<file path="config.mk">
export PLATFORM = sky130hd
export DESIGN_NAME = c3x3_cell
export DESIGN_NICKNAME = d
export VERILOG_FILES = /design/src/hw/rtl/c3x3_pkg.sv /design/src/hw/rtl/c3x3_cell.sv
export SDC_FILE = /design/constraint.sdc
export NUM_CORES = 1
export LEC_CHECK = 0
export BUFFER_PORTS_ARGS = -buffer_cell sky130_fd_sc_hd__buf_2
export CORE_AREA = 4 4 143 145
export DETAILED_ROUTE_END_ITERATION = 10
export DIE_AREA = 0 0 147 149
export HOLD_SLACK_MARGIN = 0.06
export PLACE_DENSITY_LB_ADDON = 0.3
export SYNTH_ARGS = -nofsm -noshare
export SYNTH_HDL_FRONTEND = slang
export SYNTH_SLANG_ARGS = --single-unit
</file>
<file path="constraint.sdc">
create_clock -name clk -period 5.7 [get_ports clk]
set_input_delay 0.285 -clock clk [delete_from_list [all_inputs] [get_ports clk]]
set_output_delay 0.285 -clock clk [all_outputs]
set_load 0.01 [all_outputs]
</file>
<file path="src/hw/rtl/c3x3_pkg.sv">
// shared constants, types and helper functions of the 3x3 convolution block
`timescale 1ns / 1ps

package c3x3_pkg;

	// largest frame the row stores are sized for
	localparam int MAX_WIDTH  = 512;
	localparam int MAX_HEIGHT = 512;

	// fixed field widths
	localparam int PIX_W     = 8;
	localparam int COEF_W    = 8;
	localparam int KROW_W    = 3 * COEF_W;
	localparam int DIM_REG_W = 10;
	localparam int CFG_IDX_W = 3;
	localparam int CFG_DAT_W = KROW_W;

	// counter widths that follow from the frame limits
	localparam int COL_W  = $clog2(MAX_WIDTH);
	localparam int WID_W  = $clog2(MAX_WIDTH + 1);
	localparam int ROW_W  = $clog2(MAX_HEIGHT);
	localparam int HGT_W  = $clog2(MAX_HEIGHT + 1);
	localparam int IROW_W = $clog2(MAX_HEIGHT + 2);

	// arithmetic widths: signed 8 x unsigned 8, three per column, nine in total
	localparam int PROD_W = 16;
	localparam int CSUM_W = 18;
	localparam int SUM_W  = 20;

	// output range and the halving divisor
	localparam int OUT_MAX   = 255;
	localparam int HALF_DIV  = 2;
	localparam int SAT_LIMIT = (OUT_MAX + 1) * HALF_DIV;

	typedef enum logic [CFG_IDX_W-1:0] {
		REG_KERNEL_TOP    = 3'd0,
		REG_KERNEL_MIDDLE = 3'd1,
		REG_KERNEL_BOTTOM = 3'd2,
		REG_IMAGE_WIDTH   = 3'd3,
		REG_IMAGE_HEIGHT  = 3'd4
	} cfg_reg_t;

	// vertical pixel triple, index 0 is the top row
	typedef logic [2:0][PIX_W-1:0] triple_t;

	// coefficients of one kernel column, index 0 is the top row
	typedef logic [2:0][COEF_W-1:0] coef_col_t;

	// per-cell control
	typedef struct packed {
		logic       shift;
		logic       sum;
		logic [2:0] row_en;
		logic       col_en;
	} cell_ctrl_t;

	// border masks and position flags of one result
	typedef struct packed {
		logic rv_top;
		logic rv_bot;
		logic cv_left;
		logic cv_right;
		logic eor;
		logic eof;
	} win_mask_t;

	// width register saturated to 1..MAX_WIDTH
	function automatic logic [WID_W-1:0] sat_width(input logic [DIM_REG_W-1:0] value);
		if (value == '0) return WID_W'(1);
		if (value > DIM_REG_W'(MAX_WIDTH)) return WID_W'(MAX_WIDTH);
		return WID_W'(value);
	endfunction

	// height register saturated to 1..MAX_HEIGHT
	function automatic logic [HGT_W-1:0] sat_height(input logic [DIM_REG_W-1:0] value);
		if (value == '0) return HGT_W'(1);
		if (value > DIM_REG_W'(MAX_HEIGHT)) return HGT_W'(MAX_HEIGHT);
		return HGT_W'(value);
	endfunction

endpackage

</file>
<file path="src/hw/rtl/c3x3_cell.sv">
// one window column: holds a vertical pixel triple and forms its masked tap sum
`timescale 1ns / 1ps

module c3x3_cell (
	input  logic                               clk,
	input  c3x3_pkg::cell_ctrl_t               ctrl,
	input  c3x3_pkg::triple_t                  triple_in,
	input  c3x3_pkg::coef_col_t                coef,
	output c3x3_pkg::triple_t                  triple_out,
	output logic signed [c3x3_pkg::CSUM_W-1:0] col_sum
);

	c3x3_pkg::triple_t                  pix_q;
	logic signed [c3x3_pkg::PROD_W-1:0] prod [3];
	logic signed [c3x3_pkg::CSUM_W-1:0] csum;
	logic signed [c3x3_pkg::CSUM_W-1:0] col_sum_s3;

	always_ff @(posedge clk) begin
		if (ctrl.shift) begin
			pix_q <= triple_in;
		end
	end

	always_comb begin
		logic signed [c3x3_pkg::PROD_W-1:0] c_ext;
		logic signed [c3x3_pkg::PROD_W-1:0] p_ext;
		csum = '0;
		for (int r = 0; r < 3; r++) begin
			c_ext = c3x3_pkg::PROD_W'($signed(coef[r]));
			p_ext = $signed(c3x3_pkg::PROD_W'(pix_q[r]));
			// taps outside the image count as zero
			prod[r] = (ctrl.row_en[r] && ctrl.col_en) ? c_ext * p_ext : '0;
			csum = csum + c3x3_pkg::CSUM_W'(prod[r]);
		end
	end

	always_ff @(posedge clk) begin
		if (ctrl.sum) begin
			col_sum_s3 <= csum;
		end
	end

	assign triple_out = pix_q;
	assign col_sum    = col_sum_s3;

endmodule

</file>
## After elaboration in Yosys (flattened, before gate mapping)

Index checks and enable logic that the tools add are counted.

- Add/sub/neg operators: 2
- $mul: 3
- Muxes and demuxes: 3
- Reduce and logical (&&, ||, !) cells: 3

Operators by type and width:

| operator | count |
|---|---|
| 8-bit by 9-bit multiplier with 16-bit output | 3 |
| 16-bit two-way mux | 3 |
| 17-bit by 16-bit adder with 18-bit output | 1 |
| 16-bit by 16-bit adder with 17-bit output | 1 |
| 1-bit logical AND | 3 |

- Register bits: 42
- Input bits: 55

## Logic depth before layout (Yosys ltp)

Gate-level depths: netlist of run 1.

- Depth in word-level cells: 4
- Gate-level depth with buffers: 27
- Depth with buffers taken out: 27

## Worst setup path after synthesis of run 1

OpenSTA, ideal clock, no wires.

- Path kind: flip-flop to flip-flop
- Start: register pix_q (netlist bit triple_out[7])
- End: register col_sum_s3 (netlist bit col_sum[16]), data pin
- Library setup time: 0.258 ns
- Arrival: 5.809 ns
- Data required time: 5.442 ns
- Slack: -0.367 ns
- Cell stages (with the launch flop): 24
- Buffers on the path: 0
- Cell sequence: edfxtp_1 > and2_1 > fa_1 > inv_1 > fa_1 > inv_1 > fa_1 > inv_1 > fa_1 > inv_1 > ha_1 > o211a_1 > nor3_1 > xnor2_1 > nand2_1 > fa_1 > inv_1 > ha_1 > a21oi_2 > nand2_1 > a211oi_2 > nor3_2 > a311o_1 > xor2_1

- Word-level cells in the longest chain between the ends: 4

RTL lines:

| element | RTL line | source |
|---|---|---|
| start, declared | c3x3_cell.sv:13 | `c3x3_pkg::triple_t pix_q;` |
| start signal, assigned | c3x3_cell.sv:20 | `pix_q <= triple_in;` |
| 8-bit by 9-bit multiplier with 16-bit output | c3x3_cell.sv:32 | `prod[r] = (ctrl.row_en[r] && ctrl.col_en) ? c_ext * p_ext : '0;` |
| 16-bit two-way mux | c3x3_cell.sv:32 |  |
| 16-bit by 16-bit adder with 17-bit output | c3x3_cell.sv:33 | `csum = csum + c3x3_pkg::CSUM_W'(prod[r]);` |
| 17-bit by 16-bit adder with 18-bit output | c3x3_cell.sv:33 |  |
| via csum (one bit) | c3x3_cell.sv:15 | `logic signed [c3x3_pkg::CSUM_W-1:0] csum;` |
| end signal, assigned | c3x3_cell.sv:39 | `col_sum_s3 <= csum;` |
| end, declared | c3x3_cell.sv:16 | `logic signed [c3x3_pkg::CSUM_W-1:0] col_sum_s3;` |

The timed path passes the listed nets, and every way through them passes these cells.
A chain may end at the register's enable or synchronous reset.

## Worst setup path in the final report of run 1

- Start: register pix_q (netlist bit triple_out[20])
- End: register col_sum_s3 (netlist bit col_sum[15]), data pin

- Word-level cells in the longest chain between the ends: 3

RTL lines:

| element | RTL line |
|---|---|
| 8-bit by 9-bit multiplier with 16-bit output | c3x3_cell.sv:32 |
| 16-bit two-way mux | c3x3_cell.sv:32 |
| 17-bit by 16-bit adder with 18-bit output | c3x3_cell.sv:33 |
| via csum (one bit) | c3x3_cell.sv:15 |

The timed path passes the listed nets, and every way through them passes these cells.

==> results of run 1 <==
## logic make-up after synthesis
logic type               count (synthesis)  share of synthesized area, %
XOR/XNOR                                41                          3.89
AO/OA/AOI/OAI                          104                          7.61
AND/OR/NAND/NOR                        322                          19.3
adder cells (fa/ha/maj)                264                          46.2
multiplexers                             1                         0.108
flip-flops                              42                          13.7
buffers and inverters                  227                          9.30
## power by group through the flow
stage	combinational, mW	sequential (mW)	clock [mW]
after floorplan	2.53	0.529	0
after global placement	3.70	0.499	0
after detailed placement	3.79	0.501	0
after CTS	4.11	0.491	0.309
after global routing	4.97	0.498	0.321
final	4.44	0.490	0.298
## worst max-delay path, stage by stage (launching register included)
cell and delay (ns):
edfxtp_1 0.52, and2_4 0.22, fa_1 0.50, inv_1 0.06
fa_1 0.56, fa_1 0.44, fa_1 0.50, inv_1 0.06
ha_4 0.27, o21ai_2 0.06, o21bai_1 0.19, a21oi_1 0.11
xnor2_1 0.15, nand2_1 0.10, fa_1 0.57, inv_1 0.05
ha_2 0.38, and3_4 0.23, o211ai_1 0.17, a21oi_1 0.22
mux2i_1 0.20, nand2_1 0.12
## layer usage
layer	up-vias	global-route usage, %	share of wire [%]
li1	3698	-	-
met1	3616	27.5	46
met2	127	35.1	50
met3	25	2.43	3.2
met4	0	4.66	1.6
met5	-	0	0
## final cells by class
type | count | share of cell area, %
Clock inverter | 2 | 0.115
Clock buffer | 6 | 1.08
Timing Repair Buffer | 257 | 14.5
Multi-Input combinational cell | 732 | 64.0
Inverter | 223 | 7.01
Sequential cell | 42 | 10.5
Tap cell | 265 | 2.77
## metrics by stage
stage	area (um^2)	setup slack (ns)	power, mW	cells
2_1_floorplan	9370	0.00121	3.06	1001
3_3_place_gp	11100	-0.225	4.20	1483
3_5_place_dp	11100	-0.292	4.29	1483
4_1_cts	11600	-0.204	4.91	1519
5_1_grt	12000	-0.558	5.79	1527
6_report	12000	-0.282	5.23	1527
## flip-flops by register name, summed over array words and instances (netlist names)
signal / count
col_sum: 18
triple_out: 24
## path summary, 6_finish.rpt
| path | depth (start not counted) | endpoint | slack (ns) |
|---|---|---|---|
| setup / recovery | 21 | col_sum[15] | -0.28 |
| hold / removal | 1 | triple_out[14] | 0.15 |
| setup reg to reg | 21 | col_sum[15] | -0.28 |
| hold reg to reg | 3 | col_sum[0] | 1.09 |
## repair_timing
item / 4_1_cts / 5_1_grt
buffers inserted: 28 / 12
pin swaps: 46 / 38
setup endpoints to repair: 8 / 10
resized for setup: 56 / 63
## placed cells by master, fill, tap and decap left out, types with 8 or more instances in the layout
cell,n
buf_4,146
nor2b_1,21
a21o_1,9
edfxtp_1,42
and3_1,10
o21ai_1,10
xnor2_1,29
ha_4,18
a21oi_1,21
and2_1,114
nand2_1,67
nand2b_1,16
nor3_1,8
fa_1,119
fa_2,9
inv_2,13
buf_6,13
xor2_1,10
ha_1,112
inv_1,209
buf_2,97
and2_4,22
o211ai_1,8
nor2_1,22
==> metrics.cfg, run 1 <==
[outcome]
status=finished with violations
violations=negative setup slack

[global_route]
grt_max_degree=25
grt_pass1_vias=7990
antenna_found_initial=0
track_usage_pct=20.3
grt-ovfl-total=0
grt_pass1_wl_um=36700

[synth]
synth_most_common_cell=inv_1
postSynthAreaPerCell_um2=9.23
synth_nets=1320
ys_types=53
synth_area_leader_cell=fa_1
synth_area_leaders=fa_1, ha_1, edfxtp_1
yosysTopAreaCellShare_pct=27.7
synth_ff_type=edfxtp_1
synth_warnings=0
yosysSeqAreaShare_pct=13.7
synthesis.area_um2=9240
syn_inst=1001
ys_ff_latch=42
synthTopCellsByCount=inv_1, and2_1, ha_1, fa_1, nand2_1
synth_enable_flop_cells=42
synthArstFlopShare_pct=0

[timing]
rsz0062_at_grt=yes
maxSlewHeadroom_pct=39.1
fin_tns_setup_ns=-1.27
worstMarginPinSlew_ns=0.914
slew_viol_final=0
finClkSkew_ns=0.0156
post-route-period-util_pct=105
timing.fmax_mhz=167
min_period_ns=5.98
whs_ns=0.152
finalHoldViolCount=0
fin_ws_ns=-0.282
setup_viol=6

[detailed_routing]
drt_iter0_markers=293
via_count=7466
viasPerCell=4.89
dr.pass1.iters=5
wl_per_cell_um=14.0
antenna_left=0
routed_wl_um=21300
drc=0

[placement]
numPortBuffers=96
gp_congestion=0.866
dp_hpwl_um=17700

[clock_network]
cts-hold-fix-buffers=0
cts_max_path_buffers=2
cts.sinks=42
cts_tree=yes
numCtsBuffers=5
cts_root_buf=clkbuf_16
clk_latency_ns=0.30
clkTransAtPathRegs_ns=0.07
htree_levels=2

[pwr]
power_frac_comb_pct=84.9
switching_share_pct=45.2
ir_worst_vdd_v=0.000321
clkPwrFrac_pct=5.7
intPower_mw=2.86
pwr-share-seq_pct=9.4
power_density_nw_per_um2=437
p_switching_mw=2.36
p_leak_nw=6.12

[worst_setup_path]
cp_data_required_time_ns=5.71
worst-setup-path-type=reg -> reg
r2r-start=triple_out[20]
start_kind=flip-flop
crit_arrival_ns=6.00
cp_max_fo=7
crit_path_start=triple_out[20]
worstSetupEndpointType=flip-flop

[finish]
fillers=1626
num_antenna_cells=0
drive_gt1_share_pct=30.5
final-seq-area_um2=1260
fin_util_pct=62.3
area_delta_synth_final_pct=29.6
multi_input_area_um2=7670
fin_nets=1580

[die]
fp.dieW_um=147
start_util_pct=48.1
core.rowCount=51
die_h_um=149
io-pin-count=97
die-area_um2=21900
coreArea_um2=19200

[flow_run]
maxCapViolations=0

[hold_path]
min-delay-start=triple_in[14]
min_path_type=in -> reg

No activity file was read; power rests on OpenSTA's default activity.
==> inputs of run 2 (changes only) <==
--- a/config.mk
+++ b/config.mk
@@ -11,6 +11,7 @@
 export DIE_AREA = 0 0 147 149
 export HOLD_SLACK_MARGIN = 0.06
 export PLACE_DENSITY_LB_ADDON = 0.3
+export SKIP_LAST_GASP = 1
 export SYNTH_ARGS = -nofsm -noshare
 export SYNTH_HDL_FRONTEND = slang
 export SYNTH_SLANG_ARGS = --single-unit
==> run 2 against run 1 <==
  * The flow still finishes with violations (negative setup slack)
  * Wire length about the same
  * Register-to-register slack hardly changed
  * Utilization fell by 0.12 points
  * Clock-buffer cell count is the same
  * Final cell count unchanged
  * Sequential power barely moved
  * Sequential share of layout area about the same
==> metrics.cfg, run 2 (synthesis gave the netlist of run 1 again) <==
[worst_setup_path]
crit_arrival_ns=5.99
cp_data_required_time_ns=5.71
start_kind=flip-flop
r2r-end=col_sum[15]
cpMostUsedCell=fa_1
worst-setup-path-type=reg -> reg
r2r-start=triple_out[20]
critPathMaxStageDelay_ns=0.57
worst-path-buf-inv=5
crit_slowest_cell=fa_1
cp_top_family=adder cells
worstSetupEndpointType=flip-flop
path_cells=and2_4 > fa_1 > inv_1 > fa_1 > fa_1 > fa_1 > inv_1 > ha_4 > o21ai_2 > o21bai_1 > a21boi_0 > o31ai_2 > xnor2_1 > nand2_1 > fa_1 > inv_1 > ha_1 > inv_1 > buf_4 > nor3_1 > a221oi_1 > nand2_1
r2r_cells=22
cp_max_fo=7
r2r_slack_ns=-0.27

[timing]
slew_viol_final=0
rsz0062_at_grt=yes
fin_tns_setup_ns=-1.18
finClkSkew_ns=0.0159
min_period_ns=5.97
whs_ns=0.152
maxSlewHeadroom_pct=38.8
post-route-period-util_pct=105
worstMarginPinSlew_ns=0.917
setup_viol=6
finalHoldViolCount=0
fin_ws_ns=-0.272
timing.fmax_mhz=167

[placement]
place_ws_ns=-0.292
placed_cell_area_um2=11100
gp_congestion=0.866
dpl.cell_count=1483
numPortBuffers=96
dp_hpwl_um=17700

[pwr]
pwr-share-seq_pct=9.3
power_frac_comb_pct=85.0
power_density_nw_per_um2=440
intPower_mw=2.88
switching_share_pct=45.2
p_switching_mw=2.37
p_leak_nw=6.12
clkPwrFrac_pct=5.7
fin_total_pwr_mw=5.25
ir_worst_vdd_v=0.000354

[finish]
largest_reg_flops=24
num_antenna_cells=0
fin_nets=1580
fin_util_pct=62.2
drive_gt1_share_pct=30.0
final_cell_mix=inv_1, buf_4, fa_1, and2_1, ha_1
area_delta_synth_final_pct=29.3
fillers=1625
final_common_cell=inv_1
stdcell_count=1527
design_area_um2=12000

[detailed_routing]
viasPerCell=4.91
dr.pass1.iters=5
via_count=7495
drt_iter0_markers=277
drc=0
routed_wl_um=21300
wl_per_cell_um=13.9
antenna_left=0

[clock_network]
cts_max_path_buffers=2
cts.sinks=42
htree_levels=2
cts_root_buf=clkbuf_16
clk_latency_ns=0.30
numCtsBuffers=5
clkTransAtPathRegs_ns=0.07
cts-hold-fix-buffers=0
cts_tree=yes

[outcome]
violations=negative setup slack
status=finished with violations

[global_route]
grt_pass1_vias=7996
grt_pass1_wl_um=36700
grt-ovfl-total=0
grt_max_degree=25
track_usage_pct=20.3
antenna_found_initial=0

[hold_path]
hold_end=triple_out[14]
min_path_cells=1
min_path_type=in -> reg
min-delay-start=triple_in[14]

[die]
coreArea_um2=19200
io-pin-count=97
die-area_um2=21900
fp.dieW_um=147
core.rowCount=51
start_util_pct=48.1
die_h_um=149

[flow_run]
maxCapViolations=0

[run 2: cell type report]
| class | instances | area, um^2 | share of cell area [%] |
|---|---|---|---|
| clock inverter | 2 | 13.8 | 0.115 |
| tap | 265 | 332 | 2.77 |
| sequential | 42 | 1260 | 10.6 |
| clock buffer | 6 | 129 | 1.08 |
| inverter | 223 | 840 | 7.03 |
| timing repair buffer | 257 | 1730 | 14.5 |
| multi-input combinational | 732 | 7650 | 64.0 |
[run 2: what timing repair did]
item                       in CTS  in global routing
setup endpoints to repair       8                 10
pin swaps                      45                 32
resized for setup              55                 57
setup buffers                  28                 12
[run 2: power groups by stage]
| stage | logic [mW] | clock network (mW) | registers [mW] |
|---|---|---|---|
| floorplan | 2.53 | 0 | 0.529 |
| global placement | 3.70 | 0 | 0.499 |
| detailed placement | 3.79 | 0 | 0.501 |
| CTS | 4.11 | 0.309 | 0.491 |
| global route | 5.00 | 0.321 | 0.498 |
| finish | 4.46 | 0.299 | 0.490 |
[run 2: how the worst max path moves through the flow]
stage / from / endpoint / depth (start not counted)
6_report: triple_out[20] / col_sum[15] / 22
5_1_grt: triple_out[20] / col_sum[15] / 27
4_1_cts: triple_out[21] / col_sum[16] / 22
3_5_place_dp: triple_out[11] / col_sum[16] / 26
3_3_place_gp: triple_out[2] / col_sum[16] / 21
2_1_floorplan: triple_out[3] / col_sum[16] / 20
[run 2: worst reg2reg max path, cell delays in order (launching register included)]
cell	delay, ns
edfxtp_1	0.53
and2_4	0.23
fa_1	0.50
inv_1	0.06
fa_1	0.56
fa_1	0.44
fa_1	0.50
inv_1	0.06
ha_4	0.27
o21ai_2	0.06
o21bai_1	0.19
a21boi_0	0.18
o31ai_2	0.27
xnor2_1	0.15
nand2_1	0.13
fa_1	0.57
inv_1	0.05
ha_1	0.32
inv_1	0.08
buf_4	0.12
nor3_1	0.04
a221oi_1	0.23
nand2_1	0.16
[run 2: routing by layer]
metal,share of wire (%),up-vias,global-route usage [%]
met5,0,-,0
met4,1.8,0,4.66
met3,3.8,29,2.43
met2,49,144,35.1
met1,45,3629,27.5
li1,-,3693,-
